--- config.mk ---
export PLATFORM = sky130hd
export DESIGN_NAME = multi_resource_admission_queue
export DESIGN_NICKNAME = d
export VERILOG_FILES = /design/src/sv/marq_pkg.sv /design/src/sv/marq_type_lane.sv /design/src/sv/multi_resource_admission_queue.sv
export SDC_FILE = /design/constraint.sdc
export NUM_CORES = 2
export LEC_CHECK = 0
export BUFFER_PORTS_ARGS = -buffer_cell sky130_fd_sc_hd__buf_2
export CORE_MARGIN = 2
export CORE_UTILIZATION = 50
export CTS_BUF_LIST = sky130_fd_sc_hd__clkbuf_8
export DETAILED_ROUTE_END_ITERATION = 16
export PLACE_DENSITY = 0.69
export SLEW_MARGIN = 20
export SYNTH_ARGS = -nofsm -noshare
export SYNTH_HDL_FRONTEND = slang
export SYNTH_SLANG_ARGS = --single-unit
--- constraint.sdc ---
create_clock -name clk -period 9.3 [get_ports clk]
set_input_delay 0.465 -clock clk [delete_from_list [all_inputs] [get_ports clk]]
set_output_delay 0.465 -clock clk [all_outputs]
set_load 0.02 [all_outputs]
--- src/sv/marq_pkg.sv ---
// ----------------------------------------------------------------------------
// marq_pkg
// Shared types and constants for the multi-resource admission queue.
// ----------------------------------------------------------------------------
`default_nettype none

package marq_pkg;

  localparam int MAX_TYPES      = 8;
  localparam int DEF_NUM_TYPES  = 8;
  localparam int DEF_QUEUE_DEPTH = 16;
  localparam int DEF_RUN_SLOTS  = 16;
  localparam int MAX_RESULTS    = 16;
  localparam int ID_W           = 16;
  localparam int DEM_W          = 5;
  localparam int LIM_W          = 8;
  localparam int CFG_IDX_W      = 3;
  localparam int EV_W           = 3;
  localparam int NRES_W         = $clog2(MAX_RESULTS + 1);

  localparam logic CMD_SUBMIT  = 1'b0;
  localparam logic CMD_RELEASE = 1'b1;

  localparam logic [EV_W-1:0] EV_ADMITTED   = 3'd0;
  localparam logic [EV_W-1:0] EV_QUEUED     = 3'd1;
  localparam logic [EV_W-1:0] EV_DISPATCHED = 3'd2;
  localparam logic [EV_W-1:0] EV_RELEASED   = 3'd3;
  localparam logic [EV_W-1:0] EV_REJECTED   = 3'd4;
  localparam logic [EV_W-1:0] EV_UNKNOWN    = 3'd5;

  // per-lane update command
  typedef struct packed {
    logic add;
    logic sub;
  } lane_ctl_t;

endpackage

`default_nettype wire

--- src/sv/marq_type_lane.sv ---
// ----------------------------------------------------------------------------
// marq_type_lane
// One resource type: limit register, in-use counter and fit check.
// ----------------------------------------------------------------------------
`default_nettype none

module marq_type_lane
  import marq_pkg::*;
(
  input  wire logic             clk,
  input  wire logic             rst,
  input  wire logic             lim_we,
  input  wire logic [LIM_W-1:0] lim_data,
  input  wire lane_ctl_t        ctl,
  input  wire logic [DEM_W-1:0] dem,
  output logic                  fit
);

  logic [LIM_W-1:0] limit;
  logic [LIM_W-1:0] in_use;
  logic [LIM_W:0]   sum;

  assign sum = {1'b0, in_use} + {{(LIM_W+1-DEM_W){1'b0}}, dem};
  assign fit = sum <= {1'b0, limit};

  always_ff @(posedge clk) begin
    if (rst) begin
      limit  <= '0;
      in_use <= '0;
    end else begin
      if (lim_we) begin
        limit <= lim_data;
      end
      if (ctl.add) begin
        in_use <= sum[LIM_W-1:0];
      end else if (ctl.sub) begin
        // saturate at zero
        in_use <= (in_use >= {{(LIM_W-DEM_W){1'b0}}, dem}) ?
                  in_use - {{(LIM_W-DEM_W){1'b0}}, dem} : '0;
      end
    end
  end

endmodule

`default_nettype wire

--- src/sv/multi_resource_admission_queue.sv ---
// ----------------------------------------------------------------------------
// multi_resource_admission_queue
// Admits jobs against per-type limits; queues the rest and dispatches on
// release.
// ----------------------------------------------------------------------------
// Submit: result from S_SUB. Release: running slots are scanned (RUN_SLOTS
// slots worst case) in S_RD then S_CMP to find the id, then queue heads are
// checked in S_DRD then S_DCHK, as the single-port slot and queue memories have registered reads.
// A new start can be taken at the edge that ends the final result beat.
// Results cannot be stalled; each strobe lasts one cycle.
// Synchronous reset clears counters, valid bits, limits and control state.
`default_nettype none

module multi_resource_admission_queue
  import marq_pkg::*;
#(
  parameter int NUM_TYPES   = DEF_NUM_TYPES,
  parameter int QUEUE_DEPTH = DEF_QUEUE_DEPTH,
  parameter int RUN_SLOTS   = DEF_RUN_SLOTS
) (
  input  wire logic                 clk,
  input  wire logic                 rst,
  input  wire logic                 cfg_we,
  input  wire logic [CFG_IDX_W-1:0] cfg_idx,
  input  wire logic [LIM_W-1:0]     cfg_data,
  input  wire logic                 start,
  output logic                      busy,
  input  wire logic                 cmd,
  input  wire logic [ID_W-1:0]      job_id,
  input  wire logic [DEM_W-1:0]     demand_0,
  input  wire logic [DEM_W-1:0]     demand_1,
  input  wire logic [DEM_W-1:0]     demand_2,
  input  wire logic [DEM_W-1:0]     demand_3,
  input  wire logic [DEM_W-1:0]     demand_4,
  input  wire logic [DEM_W-1:0]     demand_5,
  input  wire logic [DEM_W-1:0]     demand_6,
  input  wire logic [DEM_W-1:0]     demand_7,
  output logic                      valid,
  output logic [EV_W-1:0]           event_res,
  output logic [ID_W-1:0]           out_job_id,
  output logic                      last
);

  localparam int REC_W = ID_W + DEM_W * NUM_TYPES;
  localparam int QA_W  = (QUEUE_DEPTH > 1) ? $clog2(QUEUE_DEPTH) : 1;
  localparam int QC_W  = $clog2(QUEUE_DEPTH + 1);
  localparam int SA_W  = (RUN_SLOTS > 1) ? $clog2(RUN_SLOTS) : 1;

  localparam logic [2:0] S_IDLE = 3'd0;
  localparam logic [2:0] S_SUB  = 3'd1;
  localparam logic [2:0] S_RD   = 3'd2;
  localparam logic [2:0] S_CMP  = 3'd3;
  localparam logic [2:0] S_DRD  = 3'd4;
  localparam logic [2:0] S_DCHK = 3'd5;

  logic [2:0]       state;
  logic             cmd_q;
  logic [REC_W-1:0] in_rec;
  logic [REC_W-1:0] run_mem [RUN_SLOTS];
  logic [REC_W-1:0] q_mem [QUEUE_DEPTH];
  logic [REC_W-1:0] run_rd;
  logic [REC_W-1:0] q_rd;
  logic [RUN_SLOTS-1:0] slot_valid;
  logic [QC_W-1:0]  count;
  logic [QA_W-1:0]  head;
  logic [QA_W:0]    tail_sum;
  logic [QA_W-1:0]  tail;
  logic [SA_W-1:0]  scan_idx;
  logic [NRES_W-1:0] nres;
  logic [ID_W-1:0]  held_id;
  logic [SA_W-1:0]  free_idx;
  logic             free_any;
  logic [DEM_W-1:0] dem_in [MAX_TYPES];
  logic [REC_W-1:0] lane_rec;
  logic [NUM_TYPES-1:0] fit;
  logic             fit_all;
  lane_ctl_t        ctl;

  assign dem_in[0] = demand_0;
  assign dem_in[1] = demand_1;
  assign dem_in[2] = demand_2;
  assign dem_in[3] = demand_3;
  assign dem_in[4] = demand_4;
  assign dem_in[5] = demand_5;
  assign dem_in[6] = demand_6;
  assign dem_in[7] = demand_7;

  assign busy = state != S_IDLE;

  // lowest free slot
  always_comb begin
    free_idx = '0;
    for (int s = RUN_SLOTS - 1; s >= 0; s--) begin
      if (!slot_valid[s]) begin
        free_idx = SA_W'(s);
      end
    end
  end
  assign free_any = ~&slot_valid;

  assign tail_sum = {1'b0, head} + (QA_W+1)'(count);
  assign tail = (tail_sum >= (QA_W+1)'(QUEUE_DEPTH)) ?
                QA_W'(tail_sum - (QA_W+1)'(QUEUE_DEPTH)) : QA_W'(tail_sum);

  // record the lanes look at depends on the phase
  always_comb begin
    case (state)
      S_CMP:   lane_rec = run_rd;
      S_DCHK:  lane_rec = q_rd;
      default: lane_rec = in_rec;
    endcase
  end

  always_comb begin
    ctl = '0;
    case (state)
      S_SUB:   ctl.add = (count == '0) && free_any && fit_all;
      S_CMP:   ctl.sub = slot_valid[scan_idx] && (run_rd[ID_W-1:0] == in_rec[ID_W-1:0]);
      S_DCHK:  ctl.add = free_any && fit_all;
      default: ctl = '0;
    endcase
  end

  assign fit_all = &fit;

  for (genvar k = 0; k < NUM_TYPES; k++) begin : g_lane
    marq_type_lane u_lane (
      .clk      (clk),
      .rst      (rst),
      .lim_we   (cfg_we && (cfg_idx == CFG_IDX_W'(k))),
      .lim_data (cfg_data),
      .ctl      (ctl),
      .dem      (lane_rec[ID_W + DEM_W*k +: DEM_W]),
      .fit      (fit[k])
    );
  end

  always_ff @(posedge clk) begin
    if (state == S_IDLE && start) begin
      in_rec[ID_W-1:0] <= job_id;
      for (int k = 0; k < NUM_TYPES; k++) begin
        in_rec[ID_W + DEM_W*k +: DEM_W] <= dem_in[k];
      end
    end
  end

  // slot memory
  always_ff @(posedge clk) begin
    if ((state == S_SUB || state == S_DCHK) && ctl.add) begin
      run_mem[free_idx] <= lane_rec;
    end
    run_rd <= run_mem[scan_idx];
  end

  // queue memory
  always_ff @(posedge clk) begin
    if (state == S_SUB && !ctl.add && count < QC_W'(QUEUE_DEPTH)) begin
      q_mem[tail] <= in_rec;
    end
    q_rd <= q_mem[head];
  end

  always_ff @(posedge clk) begin
    if (rst) begin
      state      <= S_IDLE;
      slot_valid <= '0;
      count      <= '0;
      head       <= '0;
      scan_idx   <= '0;
      nres       <= '0;
      valid      <= 1'b0;
      cmd_q      <= CMD_SUBMIT;
    end else begin
      valid <= 1'b0;
      case (state)
        S_IDLE: begin
          if (start) begin
            cmd_q    <= cmd;
            scan_idx <= '0;
            nres     <= '0;
            state    <= (cmd == CMD_SUBMIT) ? S_SUB : S_RD;
          end
        end
        S_SUB: begin
          valid      <= 1'b1;
          last       <= 1'b1;
          out_job_id <= in_rec[ID_W-1:0];
          if (ctl.add) begin
            slot_valid[free_idx] <= 1'b1;
            event_res <= EV_ADMITTED;
          end else if (count >= QC_W'(QUEUE_DEPTH)) begin
            event_res <= EV_REJECTED;
          end else begin
            count     <= count + 1'b1;
            event_res <= EV_QUEUED;
          end
          state <= S_IDLE;
        end
        S_RD: begin
          state <= S_CMP;
        end
        S_CMP: begin
          if (ctl.sub) begin
            slot_valid[scan_idx] <= 1'b0;
            state <= S_DRD;
          end else if (scan_idx == SA_W'(RUN_SLOTS - 1)) begin
            valid      <= 1'b1;
            last       <= 1'b1;
            event_res  <= EV_UNKNOWN;
            out_job_id <= in_rec[ID_W-1:0];
            state      <= S_IDLE;
          end else begin
            scan_idx <= scan_idx + 1'b1;
            state    <= S_RD;
          end
        end
        S_DRD: begin
          if (count != '0 && nres < NRES_W'(MAX_RESULTS)) begin
            state <= S_DCHK;
          end else begin
            valid      <= 1'b1;
            last       <= 1'b1;
            event_res  <= (nres == '0) ? EV_RELEASED : EV_DISPATCHED;
            out_job_id <= (nres == '0) ? in_rec[ID_W-1:0] : held_id;
            state      <= S_IDLE;
          end
        end
        S_DCHK: begin
          if (ctl.add) begin
            // emit the previous dispatch now that another one follows
            if (nres != '0) begin
              valid      <= 1'b1;
              last       <= 1'b0;
              event_res  <= EV_DISPATCHED;
              out_job_id <= held_id;
            end
            held_id <= q_rd[ID_W-1:0];
            slot_valid[free_idx] <= 1'b1;
            head  <= (head == QA_W'(QUEUE_DEPTH - 1)) ? '0 : head + 1'b1;
            count <= count - 1'b1;
            nres  <= nres + 1'b1;
            state <= S_DRD;
          end else begin
            valid      <= 1'b1;
            last       <= 1'b1;
            event_res  <= (nres == '0) ? EV_RELEASED : EV_DISPATCHED;
            out_job_id <= (nres == '0) ? in_rec[ID_W-1:0] : held_id;
            state      <= S_IDLE;
          end
        end
        default: state <= S_IDLE;
      endcase
      if (cmd_q == CMD_SUBMIT && state == S_CMP) begin
        state <= S_IDLE;
      end
    end
  end

endmodule

`default_nettype wire

; Yosys cells after proc, flatten, opt, wreduce, memory -nomap -nowiden
; Memories as Yosys holds them, arrays and structs flattened. A register that Yosys moved wholly into a read port is not among the register bits.
; Index checks and enable logic that the tools add are counted.
[word_totals]
ramBits = 1792
n_memories = 2
output_inout_bits = 22
regBits = 259
word_cells = 261
input_bits = 72
[classes]
reduce_logical = 48
n_lt_le_gt_ge = 24
addsub = 23
n_bitwise = 5
eq_ne = 26
muxes = 104
[memory_table]
columns = name, words, word_bits, read_ports, rd_clocked_by_memory_dff, write_ports, line
row1 = q_mem, 16, 56, 1, 1, 1, multi_resource_admission_queue.sv:60  ; logic [REC_W-1:0] q_mem [QUEUE_DEPTH];
row2 = run_mem, 16, 56, 1, 1, 1, multi_resource_admission_queue.sv:59  ; logic [REC_W-1:0] run_mem [RUN_SLOTS];
[ops]
columns = op, count
row1 = $mux W8, 24
row2 = $mux W16, 8
row3 = $pmux W56 S2, 1
row4 = $mux W4, 21
row5 = $add A8 B5 Y9, 8
row6 = $le A9 B8 Y1, 8
row7 = $ge A8 B5 Y1, 8
row8 = $pmux W16 S4, 1
row9 = $sub A8 B5 Y8, 8
row10 = $mux W3, 11
row11 = $pmux W16 S2, 1
row12 = $mux W5, 5
row13 = $logic_and A1 B1 Y1, 20
row14 = $pmux W5 S2, 2
row15 = $mux W1, 19
row16 = $eq A3 B3 Y1 const B, 6
row17 = $ne A2 B2 Y1 const B, 9
row18 = $and A16 B16 Y16, 1
row19 = $eq A16 B16 Y1, 1
row20 = $not A16 Y16, 1
row21 = $or A16 B16 Y16, 1
row22 = $reduce_and A16 Y1, 1
row23 = $pmux W3 S5, 1
row24 = $eq A3 B2 Y1 const B, 4
row25 = other kinds (35), 60

; Longest topological paths before layout
[depth]
depth_word = 23
ltp_mapped = 27
ltp_nobuf = 21

; Hierarchy
; From an unflattened synthesis, not the netlist that was laid out.
[hier_totals]
hier_cells = 4704
hier_area_um2 = 88063.2
[by_module_without_submodules]
columns = mod, area_per_inst_um2, instances, cells_per_inst, seq_area_each_um2
row1 = multi_resource_admission_queue, 76024.2, 1, 3278, 59597.2
row2 = marq_type_lane at g_lane[0].u_lane ..., 1505.2, 7, 178, 320.3
row3 = marq_type_lane at g_lane[4].u_lane, 1502.7, 1, 180, 320.3

; Worst setup path after synthesis
; Ideal clock, no wire load.
[synth_timing]
path_kind = reg-to-reg
startpoint = register state[2]
endpoint = memory q_mem[0][0] in the netlist's numbering (enable)
setup_ns = 0.539
t_required_ns = 8.761
path_stages_with_launch = 23
arrival_time_ns = 8.711
setup_slack_ns = 0.051
n_path_buf = 3
period_less_slack_ns = 9.249
cell_sequence = dfxtp_1 clkbuf_1 nand3b_1 inv_1 clkbuf_1 clkbuf_1 a221o_1 ha_1 a21oi_1 nand2_1 a21o_1 a21o_1 and3_1 xor2_1 ha_1 o211a_1 a211oi_1 a211oi_1 a211o_1 or3_1 o21ai_0 or3_1 nor3_1
[synth_between]
elab_chain_cells = 12
elab_cells_between_ends = 29
cone_classes = 8 x add/sub / 8 x order compare / 3 x eq/ne / 4 x mux / 6 x reduce/logical
[synth_rtl]
columns = element, line
row1 = from (decl), multi_resource_admission_queue.sv:56  ; logic [2:0] state;
row2 = from (signal assigned), multi_resource_admission_queue.sv:181  ; state <= (cmd == CMD_SUBMIT) ? S_SUB : S_RD;
row3 = $eq A3 B3 Y1 or $eq A3 B2 Y1 (tied branches), multi_resource_admission_queue.sv:107  ; case (state)
row4 = $pmux W56 S2 *, multi_resource_admission_queue.sv:107
row5 = named net g_lane[3].u_lane.dem[2], marq_type_lane.sv:15  ; input wire logic [DEM_W-1:0] dem,
row6 = $add A8 B5 Y9 *, marq_type_lane.sv:23  ; assign sum = {1'b0, in_use} + {{(LIM_W+1-DEM_W){1'b0}}, dem};
row7 = $le A9 B8 Y1 *, marq_type_lane.sv:24  ; assign fit = sum <= {1'b0, limit};
row8 = $reduce_and A8 Y1 *, multi_resource_admission_queue.sv:124  ; assign fit_all = &fit;
row9 = "$logic_and A1 B1 Y1, on equally long branches", "multi_resource_admission_queue.sv:119, multi_resource_admission_queue.sv:117"
row10 = $pmux W1 S2 *, multi_resource_admission_queue.sv:116  ; case (state)
row11 = $logic_not A1 Y1 *, multi_resource_admission_queue.sv:157  ; if (state == S_SUB && !ctl.add && count < QC_W'(QUEUE_DEPTH)) begin
row12 = $logic_and A1 B1 Y1 * (2 in a row), multi_resource_admission_queue.sv:157
row13 = $mux W1 *, multi_resource_admission_queue.sv:157
row14 = $mux W1 (not written as such) *, multi_resource_admission_queue.sv:158  ; q_mem[tail] <= in_rec;
row15 = to (decl), multi_resource_admission_queue.sv:60
; The timed path passes the listed nets; every way through them passes the cells marked *.

; Final worst setup path
[layout_timing]
startpoint = register state[2]
endpoint = memory run_mem[7][34] in the netlist's numbering (enable)
[layout_between]
elab_chain_cells = 10
elab_cells_between_ends = 28
cone_classes = 8 x add/sub / 8 x order compare / 3 x eq/ne / 4 x mux / 5 x reduce/logical
[layout_rtl]
columns = element, line
row1 = $eq A3 B3 Y1 or $eq A3 B2 Y1 (tied branches), multi_resource_admission_queue.sv:107
row2 = $pmux W56 S2 *, multi_resource_admission_queue.sv:107
row3 = named net g_lane[4].u_lane.dem[2], marq_type_lane.sv:15
row4 = $add A8 B5 Y9 *, marq_type_lane.sv:23
row5 = $le A9 B8 Y1 *, marq_type_lane.sv:24
row6 = $reduce_and A8 Y1 *, multi_resource_admission_queue.sv:124
row7 = "$logic_and A1 B1 Y1, on equally long branches", "multi_resource_admission_queue.sv:119, multi_resource_admission_queue.sv:117"
row8 = $pmux W1 S2 *, multi_resource_admission_queue.sv:116
row9 = $logic_and A1 B1 Y1 *, multi_resource_admission_queue.sv:149  ; if ((state == S_SUB || state == S_DCHK) && ctl.add) begin
row10 = $mux W1 *, multi_resource_admission_queue.sv:149
row11 = $mux W1 (not written as such) *, multi_resource_admission_queue.sv:150  ; run_mem[free_idx] <= lane_rec;
row12 = to (decl), multi_resource_admission_queue.sv:59
; Marks and branches as above.

==> results.txt <==
----------------------------------------------------
[Status]
  Outcome ... finished clean

[Drt]
  DRT Pass-1 Iters ... 6
  Detailed-route via count ... 46,152
  Routed wirelength normalized by instance count ... 27.5 µm
  Total wirelength of the detailed-routed design ... 209,000 µm
  Via density per instance ... 6.06
  Remaining design rule violation count ... 0
  Iteration-0 DRC Markers ... 5,108
  Antenna Nets Post-Route ... 0

[Logic synthesis]
  Nets in the synthesized netlist ... 4,877
  Dominant cell type by area after synthesis ... sky130_fd_sc_hd__edfxtp_1
  Most numerous cell types in the synthesized netlist ... sky130_fd_sc_hd__edfxtp_1 (1,884), sky130_fd_sc_hd__mux4_2 (564), sky130_fd_sc_hd__dfxtp_1 (279)
  Fraction of post-synthesis cell area in the top cell type by area ... 65.3%
  Fraction of the yosys area taken by sequential cells ... 71.8%
  FF+latch count, synth ... 2,163
  Flip-flop cell with the highest count after synthesis ... sky130_fd_sc_hd__edfxtp_1
  Yosys warning count ... 0
  Post-Synthesis Mean Instance Area ... 18.7 µm²
  Cell Area, Synth ... 86,600 µm²
  Cells taking the most area after synthesis ... sky130_fd_sc_hd__edfxtp_1 (65%), sky130_fd_sc_hd__mux4_2 (15%), sky130_fd_sc_hd__dfxtp_1 (6.5%), sky130_fd_sc_hd__ha_1 (2.4%), sky130_fd_sc_hd__nand2_1 (1.1%)
  Count leader, synth ... sky130_fd_sc_hd__edfxtp_1
  Number of flops mapped to enable cells by yosys ... 1,884
  Synth cell types ... 74
  Gate count after technology mapping ... 4,620
  Async set-reset flop share out of synthesis ... 0%

[Setup path]
  Reg2Reg Depth ... 21
  Crit-path max cell delay ... 860 ps
  Library cell appearing most often on the critical path ... sky130_fd_sc_hd__buf_4
  Crit Reg-Reg Endpoint ... run_mem[7][34]
  Beginning of the worst register-to-register path ... state[2]
  Register-to-register setup slack ... 1140 ps
  Ordered cell list for the critical path ... nand3b_1 > buf_4 > clkinv_2 > buf_4 > a221o_1 > ha_1 > a21oi_1 > nand2_1 > a21o_1 > a21o_1 > and3_1 > xor2_1 > ha_1 > and3_1 > a221oi_2 > o22ai_1 > or4_1 > nor3_4 > nand3_2 > nor2_4 > buf_4
  Max FO, Critical Path ... 35
  Max stage delay cell, worst path ... sky130_fd_sc_hd__nor2_4
  Critical Path AT ... 8860 ps
  Critical Path Sink Type ... register
  Critical Setup Path Class ... register to register
  Startpoint kind of the worst setup timing path ... register
  Data required, critical path ... 10,000 ps

[Floorplan]
  Initial core utilization ... 50.4%
  Placeable Area ... 172,000 µm²
  Total Die Area ... 177,000 µm²
  Die height ... 420 µm
  Row cnt ... 152
  Horizontal die dimension ... 420 µm
  Boundary pin count ... 94

[Pwr]
  Total power after layout ... 19.0 mW
  Power per unit of standard cell area ... 195 nW/µm²
  Reported leakage power ... 31.9 nW
  Worst voltage drop across the vdd grid ... 158 µV

[GRT]
  Total overflow reported by the global router ... 0
  Pin count of the biggest net entering global routing ... 128
  Tot GR Track Use ... 23.8%
  Wire length of the first global-routing pass ... 306,000 µm
  Number of global-route vias before repair ... 46,150
  Antenna violations before repair ... 8

[CTS]
  Number of clock sinks seen by CTS ... 2,163
  Clock H-tree levels ... 5
  Number of buffers inserted during clock tree synthesis ... 352
  Number of buffers inserted to repair setup after CTS ... 0
  TritonCTS clock tree ... done
  Buffers from clock root to sink, at most ... 4
  Clock root buffer ... sky130_fd_sc_hd__clkbuf_8
  Clk_lat worst skew ... 1080 ps
  Clock transition at the registers of the reported paths ... 60 ps

[Timing]
  Final Slew Violations ... 0
  Actual slew at the worst max-slew pin ... 1130 ps
  Share of the clock period used by the worst path ... 87.7%
  Hold slack final ... 97.4 ps
  Achievable clock frequency ... 123 MHz
  Count of final hold-check violations ... 0
  # setup viols final ... 0
  Shortest period the worst path allows ... 8160 ps
  Slew HR ... 24.6%
  Total negative slack for setup checks ... 0 ps
  Unrepaired setup endpoints after global routing ... no
  Post-route clock skew ... 95.1 ps

[Layout]
  Final standard cell utilization of the core ... 56.8%
  Reg area ... 62,200 µm²
  Final Non-Filler Cells ... 7,615
  Final #Nets ... 5,297
  Filler Cells Inserted ... 12,866
  Share of post-route cells with drive strength above 1 ... 24.4%
  Area of combinational cells with multiple inputs ... 23,200 µm²
  Signed area change from the synthesized netlist to the final layout ... 12.9%

[Placement]
  Post-Place Cells ... 6,915
  Sum of net half-perimeters after detailed placement ... 126,000 µm
  Final RePlAce weighted congestion ... 0.877
  Buffers added on ports ... 93

[Worst hold path]
  Worst min-delay path class ... input pin to register
  Hold EP ... g_lane[3].u_lane.limit[1]
  Source of the worst hold timing path ... cfg_we
  Hold depth ... 5

[Run]
  Number of max-capacitance violations reported ... 0

----------------------------------------------------
## power breakdown
group | internal [mW] | switching [mW] | total, mW
sequential | 10.7 | 0.108 | 10.8
combinational | 0.231 | 0.446 | 0.678
clock | 3.98 | 3.62 | 7.61
## cell families (layout without fill, tap and decap cells)
logic type                 Yosys count  after routing  synth area share, %
xor gates and xnor gates            94             94                0.951
buffers and inverters              384           1065                 1.69
and+or+nand+nor                    676            676                 3.72
DFF                               2163           2163                 71.8
AOI/OAI and AO/OA                  540            540                 4.19
muxes                              578            578                 14.8
other                                0              4                    0
adders and majority gates          185            185                 2.83
## area by class of cell
| type | count | area share [%] |
|---|---|---|
| antenna | 4 | 0.0102 |
| clock buffer | 382 | 5.38 |
| clock inverter | 233 | 1.19 |
| inverter | 146 | 0.575 |
| multi-input combinational | 2073 | 23.7 |
| sequential | 2163 | 63.6 |
| tap | 2310 | 2.96 |
| timing repair buffer | 304 | 2.52 |
## through the flow
stage,instance area [µm²],worst slack [ps]
2_1_floorplan,86600,50.5
3_3_place_gp,90500,1440
3_5_place_dp,90500,1300
4_1_cts,97700,1300
5_1_grt,97700,842
6_report,97700,1140
## worst max-delay path by stage
| stage | from | end | slack, ps | cells past startpoint |
|---|---|---|---|---|
| after global placement | state[2] | run_mem[6][30] | 1440 | 21 |
| after CTS | state[2] | run_mem[6][34] | 1300 | 21 |
| final | state[2] | run_mem[7][34] | 1140 | 21 |
| after detailed placement | state[2] | run_mem[6][29] | 1300 | 21 |
| after floorplan | state[2] | q_mem[0][0] | 50 | 22 |
| after global routing | state[2] | run_mem[7][34] | 840 | 23 |
## critical path, delay by kind of cell, from the launching register on
kind	cells	cell delay, ps
and+or+nand+nor	8	3280
AOI/OAI and AO/OA	6	1710
buffers and inverters	4	1140
DFF	1	780
adders and majority gates	2	690
xor gates and xnor gates	1	190
## sequential cells by signal (all words and copies together) (netlist names), 16 cells and up
| name | flops |
|---|---|
| run_rd | 56 |
| held_id | 16 |
| g_lane.u_lane.in_use | 64 |
| q_mem | 896 |
| g_lane.u_lane.limit | 64 |
| in_rec | 56 |
| out_job_id | 16 |
| run_mem | 896 |
| q_rd | 56 |
| slot_valid | 16 |
## metal layers
metal  track usage (%)  part of all wire [%]  vias to the layer above  wire, µm
met1              34.2                    41                    24180     86500
met5                 0                     0                        -         0
met4              6.71                   2.3                        0      4820
li1                  -                     -                    19565         -
met2              37.8                    48                     2096    100000
met3              4.46                   8.6                      311     18000
## timing repair
item,CTS,global route
hold endpoints to repair,149,0
resized for setup,0,0
hold buffers,81,0
## placed cells by master, fill, tap and decap left out, types with 17 or more instances in the layout
master,instances
sky130_fd_sc_hd__edfxtp_1,1884
sky130_fd_sc_hd__mux4_2,564
sky130_fd_sc_hd__clkbuf_8,382
sky130_fd_sc_hd__dfxtp_1,272
sky130_fd_sc_hd__nand2_1,258
sky130_fd_sc_hd__inv_1,243
sky130_fd_sc_hd__a21oi_1,187
sky130_fd_sc_hd__ha_1,167
sky130_fd_sc_hd__nor2_1,116
sky130_fd_sc_hd__buf_4,114
sky130_fd_sc_hd__buf_2,92
sky130_fd_sc_hd__dlygate4sd3_1,81
sky130_fd_sc_hd__clkinv_1,73
sky130_fd_sc_hd__o21ai_0,61
sky130_fd_sc_hd__and3_1,51
sky130_fd_sc_hd__xnor2_1,49
sky130_fd_sc_hd__clkinv_2,46
sky130_fd_sc_hd__xor2_1,45
sky130_fd_sc_hd__nand3_1,45
sky130_fd_sc_hd__nor3_1,42
sky130_fd_sc_hd__a211oi_1,41
sky130_fd_sc_hd__a22oi_1,39
sky130_fd_sc_hd__nand4_1,33
sky130_fd_sc_hd__a221o_1,32
sky130_fd_sc_hd__a21o_1,28
sky130_fd_sc_hd__o21bai_1,27
sky130_fd_sc_hd__a22o_1,26
sky130_fd_sc_hd__nor2_4,22
sky130_fd_sc_hd__nor4_1,19
sky130_fd_sc_hd__fa_1,18
sky130_fd_sc_hd__buf_12,17
Note: power is estimated with default switching activity, not from simulation.
